`config.mk`:
```
export PLATFORM = sky130hd
export DESIGN_NAME = fifo_with_max_priority_extract_top
export DESIGN_NICKNAME = d
export VERILOG_FILES = /design/src/hw/rtl/fwpe_pkg.sv /design/src/hw/rtl/fifo_with_max_priority_extract_top.sv /design/src/hw/rtl/fwpe_ram.sv /design/src/hw/rtl/fwpe_ctrl.sv
export SDC_FILE = /design/constraint.sdc
export NUM_CORES = 1
export LEC_CHECK = 0
export BUFFER_PORTS_ARGS = -buffer_cell sky130_fd_sc_hd__buf_2
export CORE_ASPECT_RATIO = 0.75
export CORE_MARGIN = 2
export CORE_UTILIZATION = 42
export CTS_CLUSTER_SIZE = 24
export DETAILED_ROUTE_END_ITERATION = 8
export HOLD_SLACK_MARGIN = 0.1
export PLACE_DENSITY = 0.59
export REMOVE_ABC_BUFFERS = 1
export SYNTH_ARGS = -nofsm -noshare
export SYNTH_HDL_FRONTEND = slang
export SYNTH_SLANG_ARGS = --single-unit
```
`constraint.sdc`:
```
create_clock -name clk_i -period 13 [get_ports clk_i]
set_clock_uncertainty 0.2 [all_clocks]
set_input_delay 2.6 -clock clk_i [delete_from_list [all_inputs] [get_ports clk_i]]
set_output_delay 2.6 -clock clk_i [all_outputs]
set_load 0.01 [all_outputs]
```
`src/hw/rtl/fwpe_pkg.sv`:
```
// Package with the item types, codes and constants of the priority-extract queue.
`default_nettype none

package fwpe_pkg;

  // Field widths fixed by the item format.
  localparam int unsigned TagW   = 32;
  localparam int unsigned PrioW  = 8;
  localparam int unsigned ModeW  = 2;
  localparam int unsigned StatW  = 2;
  localparam int unsigned CountW = 5;

  // Request kinds carried in the mode field.
  typedef enum logic [ModeW-1:0] {
    MODE_PUSH = 2'd0,
    MODE_POP  = 2'd1,
    MODE_MAX  = 2'd2
  } fwpe_mode_e;

  // Result status codes.
  typedef enum logic [StatW-1:0] {
    STATUS_OK    = 2'd0,
    STATUS_EMPTY = 2'd1,
    STATUS_FULL  = 2'd2
  } fwpe_status_e;

  // Controller sequencing states.
  typedef enum logic [2:0] {
    S_IDLE,
    S_POPW,
    S_SCAN,
    S_COMPACT,
    S_DONE
  } fwpe_state_e;

  // One stored queue entry.
  typedef struct packed {
    logic [TagW-1:0]  tag;
    logic [PrioW-1:0] prio;
  } entry_t;

  localparam int unsigned EntryW = TagW + PrioW;

  // One request item.
  typedef struct packed {
    logic [ModeW-1:0] mode;
    logic [TagW-1:0]  in_tag;
    logic [PrioW-1:0] in_priority;
  } in_item_t;

  // One result item.
  typedef struct packed {
    logic [TagW-1:0]   out_tag;
    logic [PrioW-1:0]  out_priority;
    logic [StatW-1:0]  status;
    logic [CountW-1:0] entry_count;
  } out_item_t;

endpackage

`default_nettype wire

```
`src/hw/rtl/fifo_with_max_priority_extract_top.sv`:
```
// Queue with head pop and highest-priority extraction, built around one entry RAM.
//
// Requests arrive on the in channel (in_valid_i, in_stall_o, in_i); each item
// is a push, a pop of the head, or a removal of the first entry holding the
// largest priority. Every item gives exactly one result item on the out
// channel (out_valid_o, out_stall_i, out_o) with the removed entry, a status
// and the entry count after the request.
// Items are handled one at a time. A push, an empty or full request and the
// unused mode go straight to the result state, a pop after its RAM read.
// A highest-priority removal runs a scan that reads one RAM entry per cycle
// and then a compaction that moves each later entry down one slot through
// the same single read and write port. The next item is accepted in the
// cycle after the result has been handed to the output register.
// If the receiver stalls with a result already waiting, the next result is
// held inside and no further item is accepted until it moves on.
// Reset empties the queue at once; no clearing pass is needed.
`default_nettype none

module fifo_with_max_priority_extract_top #(
  parameter int unsigned DEPTH = 16
) (
  input  wire logic                clk_i,
  input  wire logic                rst_ni,
  input  wire logic                in_valid_i,
  output      logic                in_stall_o,
  input  wire fwpe_pkg::in_item_t  in_i,
  output      logic                out_valid_o,
  input  wire logic                out_stall_i,
  output      fwpe_pkg::out_item_t out_o
);

  import fwpe_pkg::*;

  localparam int unsigned AW = $clog2(DEPTH);

  logic          mem_we;
  logic [AW-1:0] mem_waddr;
  entry_t        mem_wdata;
  logic          mem_re;
  logic [AW-1:0] mem_raddr;
  entry_t        mem_rdata;
  logic [EntryW-1:0] mem_rdata_raw;

  logic      res_valid;
  logic      res_ready;
  out_item_t res;

  logic      out_valid_q;
  out_item_t out_q;

  // Entry store.
  fwpe_ram #(
    .WIDTH(EntryW),
    .DEPTH(DEPTH)
  ) u_ram (
    .clk_i  (clk_i),
    .we_i   (mem_we),
    .waddr_i(mem_waddr),
    .wdata_i(mem_wdata),
    .re_i   (mem_re),
    .raddr_i(mem_raddr),
    .rdata_o(mem_rdata_raw)
  );

  assign mem_rdata = entry_t'(mem_rdata_raw);

  // Request sequencer.
  fwpe_ctrl #(
    .DEPTH(DEPTH)
  ) u_ctrl (
    .clk_i      (clk_i),
    .rst_ni     (rst_ni),
    .in_valid_i (in_valid_i),
    .in_stall_o (in_stall_o),
    .in_i       (in_i),
    .res_valid_o(res_valid),
    .res_ready_i(res_ready),
    .res_o      (res),
    .mem_we_o   (mem_we),
    .mem_waddr_o(mem_waddr),
    .mem_wdata_o(mem_wdata),
    .mem_re_o   (mem_re),
    .mem_raddr_o(mem_raddr),
    .mem_rdata_i(mem_rdata)
  );

  // Output register: loads when empty or when its item is taken.
  assign res_ready = !out_valid_q || !out_stall_i;

  always_ff @(posedge clk_i or negedge rst_ni) begin
    if (!rst_ni) begin
      out_valid_q <= 1'b0;
    end else if (res_ready) begin
      out_valid_q <= res_valid;
    end
  end

  always_ff @(posedge clk_i) begin
    if (res_ready && res_valid) begin
      out_q <= res;
    end
  end

  assign out_valid_o = out_valid_q;
  assign out_o       = out_q;

endmodule

`default_nettype wire

```
`src/hw/rtl/fwpe_ram.sv`:
```
// Generic single-clock RAM with one write port and one registered read port.
`default_nettype none

module fwpe_ram #(
  parameter int unsigned WIDTH = 40,
  parameter int unsigned DEPTH = 16
) (
  input  wire logic                     clk_i,
  input  wire logic                     we_i,
  input  wire logic [$clog2(DEPTH)-1:0] waddr_i,
  input  wire logic [WIDTH-1:0]         wdata_i,
  input  wire logic                     re_i,
  input  wire logic [$clog2(DEPTH)-1:0] raddr_i,
  output      logic [WIDTH-1:0]         rdata_o
);

  logic [WIDTH-1:0] mem_q [DEPTH];

  // Write port.
  always_ff @(posedge clk_i) begin
    if (we_i) begin
      mem_q[waddr_i] <= wdata_i;
    end
  end

  // Registered read port.
  always_ff @(posedge clk_i) begin
    if (re_i) begin
      rdata_o <= mem_q[raddr_i];
    end
  end

endmodule

`default_nettype wire

```
`src/hw/rtl/fwpe_ctrl.sv`:
```
// Sequencer that runs push, pop, maximum scan and compaction over the entry RAM.
`default_nettype none

module fwpe_ctrl #(
  parameter int unsigned DEPTH = 16
) (
  input  wire logic                     clk_i,
  input  wire logic                     rst_ni,
  // Request channel.
  input  wire logic                     in_valid_i,
  output      logic                     in_stall_o,
  input  wire fwpe_pkg::in_item_t       in_i,
  // Result handoff to the output register.
  output      logic                     res_valid_o,
  input  wire logic                     res_ready_i,
  output      fwpe_pkg::out_item_t      res_o,
  // Entry RAM port.
  output      logic                     mem_we_o,
  output      logic [$clog2(DEPTH)-1:0] mem_waddr_o,
  output      fwpe_pkg::entry_t         mem_wdata_o,
  output      logic                     mem_re_o,
  output      logic [$clog2(DEPTH)-1:0] mem_raddr_o,
  input  wire fwpe_pkg::entry_t         mem_rdata_i
);

  import fwpe_pkg::*;

  localparam int unsigned AW = $clog2(DEPTH);
  localparam int unsigned CW = $clog2(DEPTH + 1);

  // Next slot of the circular buffer.
  function automatic logic [AW-1:0] nxt(input logic [AW-1:0] p);
    logic [AW-1:0] r;
    if (p == AW'(DEPTH - 1)) begin
      r = '0;
    end else begin
      r = p + AW'(1);
    end
    return r;
  endfunction

  fwpe_state_e     state_q, state_d;
  logic [AW-1:0]   head_q, head_d;
  logic [AW-1:0]   tail_q, tail_d;
  logic [CW-1:0]   count_q, count_d;
  logic            rv_q, rv_d;
  logic [CW-1:0]   sc_q, sc_d;
  logic [AW-1:0]   rp_q, rp_d;
  logic [AW-1:0]   wp_q, wp_d;
  logic [CW-1:0]   rv_log_q, rv_log_d;
  logic [AW-1:0]   rv_phys_q, rv_phys_d;
  entry_t          best_q, best_d;
  logic [AW-1:0]   best_phys_q, best_phys_d;
  logic [CW-1:0]   best_log_q, best_log_d;
  entry_t          res_ent_q, res_ent_d;
  fwpe_status_e    res_stat_q, res_stat_d;

  // Control registers.
  always_ff @(posedge clk_i or negedge rst_ni) begin
    if (!rst_ni) begin
      state_q <= S_IDLE;
      head_q  <= '0;
      tail_q  <= '0;
      count_q <= '0;
      rv_q    <= 1'b0;
    end else begin
      state_q <= state_d;
      head_q  <= head_d;
      tail_q  <= tail_d;
      count_q <= count_d;
      rv_q    <= rv_d;
    end
  end

  // Scan pointers and result payload.
  always_ff @(posedge clk_i) begin
    sc_q        <= sc_d;
    rp_q        <= rp_d;
    wp_q        <= wp_d;
    rv_log_q    <= rv_log_d;
    rv_phys_q   <= rv_phys_d;
    best_q      <= best_d;
    best_phys_q <= best_phys_d;
    best_log_q  <= best_log_d;
    res_ent_q   <= res_ent_d;
    res_stat_q  <= res_stat_d;
  end

  // Next state, RAM requests and result assembly.
  always_comb begin
    state_d     = state_q;
    head_d      = head_q;
    tail_d      = tail_q;
    count_d     = count_q;
    rv_d        = 1'b0;
    sc_d        = sc_q;
    rp_d        = rp_q;
    wp_d        = wp_q;
    rv_log_d    = rv_log_q;
    rv_phys_d   = rv_phys_q;
    best_d      = best_q;
    best_phys_d = best_phys_q;
    best_log_d  = best_log_q;
    res_ent_d   = res_ent_q;
    res_stat_d  = res_stat_q;
    mem_we_o    = 1'b0;
    mem_waddr_o = wp_q;
    mem_wdata_o = mem_rdata_i;
    mem_re_o    = 1'b0;
    mem_raddr_o = rp_q;
    in_stall_o  = 1'b1;
    res_valid_o = 1'b0;

    case (state_q)
      S_IDLE: begin
        in_stall_o = 1'b0;
        if (in_valid_i) begin
          res_ent_d  = '0;
          res_stat_d = STATUS_OK;
          state_d    = S_DONE;
          case (fwpe_mode_e'(in_i.mode))
            MODE_PUSH: begin
              if (count_q == CW'(DEPTH)) begin
                res_stat_d = STATUS_FULL;
              end else begin
                mem_we_o    = 1'b1;
                mem_waddr_o = tail_q;
                mem_wdata_o = '{tag: in_i.in_tag, prio: in_i.in_priority};
                tail_d      = nxt(tail_q);
                count_d     = count_q + CW'(1);
              end
            end
            MODE_POP: begin
              if (count_q == '0) begin
                res_stat_d = STATUS_EMPTY;
              end else begin
                mem_re_o    = 1'b1;
                mem_raddr_o = head_q;
                head_d      = nxt(head_q);
                count_d     = count_q - CW'(1);
                state_d     = S_POPW;
              end
            end
            MODE_MAX: begin
              if (count_q == '0) begin
                res_stat_d = STATUS_EMPTY;
              end else begin
                sc_d    = '0;
                rp_d    = head_q;
                state_d = S_SCAN;
              end
            end
            default: begin
              // Unused mode: no change, zero payload.
            end
          endcase
        end
      end

      S_POPW: begin
        res_ent_d = mem_rdata_i;
        state_d   = S_DONE;
      end

      S_SCAN: begin
        // Keep the first entry holding the strictly largest priority.
        if (rv_q && (rv_log_q == '0 || mem_rdata_i.prio > best_q.prio)) begin
          best_d      = mem_rdata_i;
          best_phys_d = rv_phys_q;
          best_log_d  = rv_log_q;
        end
        // One read issued per cycle in queue order.
        if (sc_q != count_q) begin
          mem_re_o    = 1'b1;
          mem_raddr_o = rp_q;
          rp_d        = nxt(rp_q);
          sc_d        = sc_q + CW'(1);
          rv_d        = 1'b1;
          rv_log_d    = sc_q;
          rv_phys_d   = rp_q;
        end else if (!rv_q) begin
          wp_d    = best_phys_q;
          rp_d    = nxt(best_phys_q);
          sc_d    = best_log_q + CW'(1);
          state_d = S_COMPACT;
        end
      end

      S_COMPACT: begin
        // Each entry after the removed one moves down by one slot.
        if (rv_q) begin
          mem_we_o    = 1'b1;
          mem_waddr_o = wp_q;
          mem_wdata_o = mem_rdata_i;
          wp_d        = nxt(wp_q);
        end
        if (sc_q != count_q) begin
          mem_re_o    = 1'b1;
          mem_raddr_o = rp_q;
          rp_d        = nxt(rp_q);
          sc_d        = sc_q + CW'(1);
          rv_d        = 1'b1;
        end else if (!rv_q) begin
          tail_d     = wp_q;
          count_d    = count_q - CW'(1);
          res_ent_d  = best_q;
          res_stat_d = STATUS_OK;
          state_d    = S_DONE;
        end
      end

      S_DONE: begin
        res_valid_o = 1'b1;
        if (res_ready_i) begin
          state_d = S_IDLE;
        end
      end

      default: begin
        state_d = S_IDLE;
      end
    endcase
  end

  // Result item; the count is settled by the time the result is offered.
  assign res_o = '{
    out_tag:      res_ent_q.tag,
    out_priority: res_ent_q.prio,
    status:       res_stat_q,
    entry_count:  CountW'(count_q)
  };

endmodule

`default_nettype wire

```
==> results of run 1 <==
-- cell type report --
class,instances,area [sq um],share of cell area (%)
Multi-Input combinational cell,1329,8420,21.5
Timing Repair Buffer,137,806,2.06
Sequential cell,858,25700,65.7
Tap cell,1069,1340,3.42
Inverter,22,82.6,0.211
Clock inverter,53,527,1.35
Clock buffer,103,2260,5.78
-- worst max-delay path, stage by stage --
cell and delay, ps:
buf_2 120, inv_1 80, ha_1 330, and3_1 320, nand3_4 610, buf_4 750, nand3_1 240, a21oi_1 80
nor4_1 670, o41ai_2 180
-- layout by cell type (no fill, tap or decap), drive strengths merged, types with 3 or more instances in the layout --
master    Yosys  layout
bufinv        0       8
a31oi        10      10
xnor2        10      10
a22o         33      33
dfrtp        18      18
mux2i        46      46
inv          22      25
a32o         41      41
and2          4       4
o21ai       192     192
ha           22      22
and3         86      86
o22ai        10      10
nor3          9       9
nand2b        4       4
edfxtp      840     840
buf          48     137
or2           6       6
nor4         44      44
o41ai        41      41
nand3       172     172
xor2         10      10
mux2         39      39
clkinv        0      37
nand4         4       4
and4          3       3
nand2       286     286
clkinvlp      0       5
nor2b         5       5
a21oi       177     177
clkbuf      119     103
nor2         39      39
a21o          4       4
a311oi        6       6
-- power breakdown --
part           switching [mW]  internal [mW]  total, mW  leakage, nW
logic                    1.41          0.609       2.02         4.02
clock network            1.06           1.41       2.47         1.35
registers               0.169           3.63       3.80         7.86
total                    2.64           5.64       8.28         13.2
-- metal layers --
metal	track usage [%]	wire length (um)	vias up	share of wire, %
met4	6.76	2330	0	2.6
li1	-	-	9303	-
met3	3.88	6840	168	7.6
met1	31.6	41100	10700	46
met5	0	0	-	0
met2	30.5	39100	943	44
-- logic make-up (layout without fill, tap and decap cells) --
family | after synthesis | in the layout | share of synthesized area [%]
compound gates | 534 | 534 | 10.4
mux | 85 | 85 | 2.60
buf+inv | 189 | 315 | 2.21
xor+xnor | 20 | 20 | 0.507
fa+ha+maj | 22 | 22 | 0.796
flops | 858 | 858 | 74.3
simple gates | 668 | 668 | 9.22
-- sequential cells by signal, indices dropped and copies added (netlist names), 5 cells and up --
signal and count:
out_o 47, u_ctrl.best_log_q 5, u_ctrl.best_q 40, u_ctrl.count_q 5
u_ctrl.res_o 40, u_ctrl.rv_log_q 5, u_ctrl.sc_q 5, u_ram.mem_q 640
u_ram.rdata_o 40
-- path summary, 6_finish.rpt --
kind / endpoint / start / slack, ps
min reg2reg: out_o[7] / u_ctrl.res_o[7] / 210
max in group asynchronous: u_ctrl.count_q[0] / rst_ni / 10550
min in group asynchronous: out_valid_o / rst_ni / 1700
min: out_o[7] / u_ctrl.res_o[7] / 210
max: u_ram.rdata_o[20] / in_i[41] / 7050
max reg2reg: u_ram.mem_q[0][37] / u_ctrl.state_q[0] / 8290
==> impl_metrics.ini, run 1 <==
[outcome]
status = finished, final reports clean

[global_route]
grt_overflow = 0
first_global_vias = 20300
grt.total_usage_pct = 20.9
grt_pass1_wl_mm = 133
antenna_found_initial = 2
grt_max_degree = 162

[synthesis]
synth_edf_count = 840
synthArstFlopShare_pct = 2.10
syn_area_sq_um = 34600
yosysSeqAreaShare_pct = 74.3
yosys-top-cells-area = edfxtp_1 (73%), nand2_1 (3.1%), o21ai_0 (2.8%)
ys_warn_count = 0
synth_seq_cells = 858
synth_flop_cell = edfxtp_1
synth_top_cells_by_count = edfxtp_1 (840), nand2_1 (286), o21ai_0 (191), a21oi_1 (177), nand3_1 (172)
yosysTopAreaCellShare_pct = 72.9
synth.most_common_cell = edfxtp_1
avgSynthCellArea_sq_um = 14.6
yosysUniqueCellTypes = 62
yosys.area.top_type = edfxtp_1
netlist_instances = 2376

[setup_path]
r2r_cells = 6
critical_path.max_fanout = 101
worstSetupPathType = in2reg
cp.arrival_ps = 6110
start_kind = input port
end_kind = register
crit_required_ps = 13160

[cts]
clk_pin_slew_ps = 60
cts_buffers = 86
root_buffer = clkbuf_16
hold_buffers = 0
post_cts_resized = 0
clk_path_buf_depth = 3
clock_latency_ps = 660
cts.sinks = 858
cts_max_level = 3
cts_setup_buffers = 0
cts_tree = done

[cells_and_area]
drive_above_1_share_pct = 15.4
areaGrowthSynthToFinish_pct = 13.1
nFillCells = 6934
final_area_sq_um = 39100
nets = 2502
utilization_pct = 47.8
final_cells = 3571
antenna_cells = 0

[detailed_routing]
post-route-drc-count = 0
drt_first_pass_iters = 6
drtIter0Drc = 2400
viasPerCell = 5.91
ant_nets = 0
wl_mm = 89.4
wl_per_cell_um = 25.0
vias = 21100

[floorplanning]
die_w_um = 335
top_level_ports = 95
start_util_pct = 42.2
core_sq_um = 81900
die_h_um = 252
placementRows = 91
dieArea_sq_um = 84700

[flow_run]
cap_violations = 0

[sta]
finalHoldWorstSlack_ps = 214
post-route-min-period_ps = 5950
worst_pin_slew_ps = 1260
setup_ws_ps = 7050
fmax_ghz = 0.168
min_period_over_period_pct = 45.8
finalHoldViolations = 0
finalMaxSlewViolations = 0
setup-violations-final = 0
relSlewSlack_pct = 15.9
final.setup.tns_ps = 0
rsz0062_at_grt = no

[hold_path]
holdPathStages = 0
hp-class = reg2reg

[place]
globalplace.congestion = 0.807
hpwlAfterDp_mm = 46.9
dp_cells = 3415
portBuffers = 94
placed_area_sq_um = 36300
pre_cts_ws_ps = 6400

[power_and_ir_drop]
powerDensity_nw_per_um2 = 212
irDropWorstVdd_mv = 0.139
power_leakage_nw = 13.2
power_mw = 8.28
(Power assumes the default switching activity.)
==> run 2, diff against run 1 <==
--- a/config.mk
+++ b/config.mk
@@ -12,7 +12,7 @@
 export CTS_CLUSTER_SIZE = 24
 export DETAILED_ROUTE_END_ITERATION = 8
 export HOLD_SLACK_MARGIN = 0.1
-export PLACE_DENSITY = 0.59
+export PLACE_DENSITY = 0.62
 export REMOVE_ABC_BUFFERS = 1
 export SYNTH_ARGS = -nofsm -noshare
 export SYNTH_HDL_FRONTEND = slang
==> constraint.sdc (replaced) <==
create_clock -name clk_i -period 5.4 [get_ports clk_i]
set_clock_uncertainty 0.2 [all_clocks]
set_input_delay 1.08 -clock clk_i [delete_from_list [all_inputs] [get_ports clk_i]]
set_output_delay 1.08 -clock clk_i [all_outputs]
set_load 0.01 [all_outputs]
==> impl_metrics.ini, run 2 (synthesis gave the netlist of run 1 again) <==
[sta]
finalHoldViolations = 0
finalHoldWorstSlack_ps = 195
min_period_over_period_pct = 78.1
post-route-min-period_ps = 4220
finalMaxSlewViolations = 0
relSlewSlack_pct = 20.3
worst_pin_slew_ps = 1190
setup-violations-final = 0
fmax_ghz = 0.237
rsz0062_at_grt = no
final.setup.tns_ps = 0

[detailed_routing]
post-route-drc-count = 0
drtIter0Drc = 2209
wl_mm = 88.5
viasPerCell = 5.90
drt_first_pass_iters = 6
wl_per_cell_um = 24.7
vias = 21200
ant_nets = 0

[place]
dp_cells = 3433
hpwlAfterDp_mm = 48.8
globalplace.congestion = 0.822
portBuffers = 94

[setup_path]
crit_chain = nand2b_1 > nor2_4 > buf_4 > a32oi_1 > nor2_4 > buf_4
critical-path-max-stage-delay_ps = 790
start_kind = register
crit_slowest_cell = nor2_4
crit_required_ps = 5530
reg2reg_slack_ps = 1180
worstSetupPathType = reg2reg
critical_path.max_fanout = 46
end_kind = register
cp.arrival_ps = 4350

[power_and_ir_drop]
powerDensity_nw_per_um2 = 510
irDropWorstVdd_mv = 0.270
switchingPower_mw = 6.30
comb_power_share_pct = 24.5
internal_power_mw = 13.8
p_clk_share_pct = 30.1
switching_share_pct = 31.3
share_seq_of_total_power_pct = 45.4
power_leakage_nw = 13.4
power_mw = 20.1

[outcome]
status = finished, final reports clean

[cts]
clk_pin_slew_ps = 60
cts.sinks = 858
cts_max_level = 3
clk_path_buf_depth = 3
clock_latency_ps = 650
root_buffer = clkbuf_16
cts_setup_buffers = 0
cts_buffers = 84
post_cts_resized = 0
hold_buffers = 0
cts_tree = done

[floorplanning]
die_h_um = 252
core_sq_um = 81900
top_level_ports = 95
start_util_pct = 42.2
placementRows = 91
die_w_um = 335
dieArea_sq_um = 84700

[cells_and_area]
areaGrowthSynthToFinish_pct = 14.1
final_common_cell = edfxtp_1
nFillCells = 6826
drive_above_1_share_pct = 16.0
multiInputGateArea_sq_um = 8410
max_flop_register = u_ram.mem_q
final_cell_mix = edfxtp_1 (840), nand2_1 (285), o21ai_0 (190), a21oi_1 (175), nand3_1 (171)
nets = 2518
ff_latch_area_sq_um = 25700
final_cells = 3587
antenna_cells = 0
largest_reg_flops = 640
utilization_pct = 48.2

[global_route]
grt_max_degree = 161
grt.total_usage_pct = 20.8
grt_overflow = 0
antenna_found_initial = 1
grt_pass1_wl_mm = 132
first_global_vias = 20600

[hold_path]
hp-class = in2async

[flow_run]
cap_violations = 0
[run 2: routing by layer]
layer | GRT usage, % | part of all wire [%]
met1 | 30.6 | 44
met3 | 4.78 | 9.1
met5 | 0 | 0
met4 | 6.42 | 2.6
met2 | 30.8 | 44
[run 2: power groups by stage]
stage / sequential [mW] / combinational, mW / clock (mW)
floorplan: 9.20 / 3.06 / 0
global placement: 9.25 / 4.77 / 0
detailed placement: 9.27 / 4.92 / 0
CTS: 9.13 / 4.93 / 6.17
global route: 9.20 / 5.37 / 6.41
finish: 9.14 / 4.94 / 6.06
[run 2: worst max-delay path: cells and delay by family (launching register included)]
family / cells / cell delay (ps)
DFF: 1 / 550
and+or+nand+nor: 3 / 1490
AOI/OAI and AO/OA: 1 / 550
buffers and inverters: 2 / 1070
[run 2: final timing paths]
path,start,endpoint,cells after the start
worst min-delay path,rst_ni,u_ctrl.tail_q[0],1
worst min register to register,u_ctrl.res_o[33],out_o[33],0
max in group asynchronous,rst_ni,u_ctrl.head_q[2],1
min in group clk_i,u_ctrl.res_o[33],out_o[33],0
worst max register to register,u_ctrl.state_q[2],u_ram.mem_q[6][5],6
worst max-delay path,u_ctrl.state_q[2],u_ram.mem_q[6][5],6
[run 2: stage by stage]
step | setup WS, ps | area (sq um)
global placement | 828 | 36600
floorplan | -6610 | 33900
detailed placement | 788 | 36600
global route | 1020 | 39500
finish | 1180 | 39500
CTS | 1210 | 39500
[run 2: cell type report]
| type | count | area share, % |
|---|---|---|
| multi-input combinational | 1329 | 21.3 |
| clock inverter | 47 | 1.41 |
| inverter | 22 | 0.209 |
| sequential | 858 | 65.1 |
| clock buffer | 107 | 5.76 |
| tap | 1069 | 3.39 |
| timing repair buffer | 155 | 2.86 |
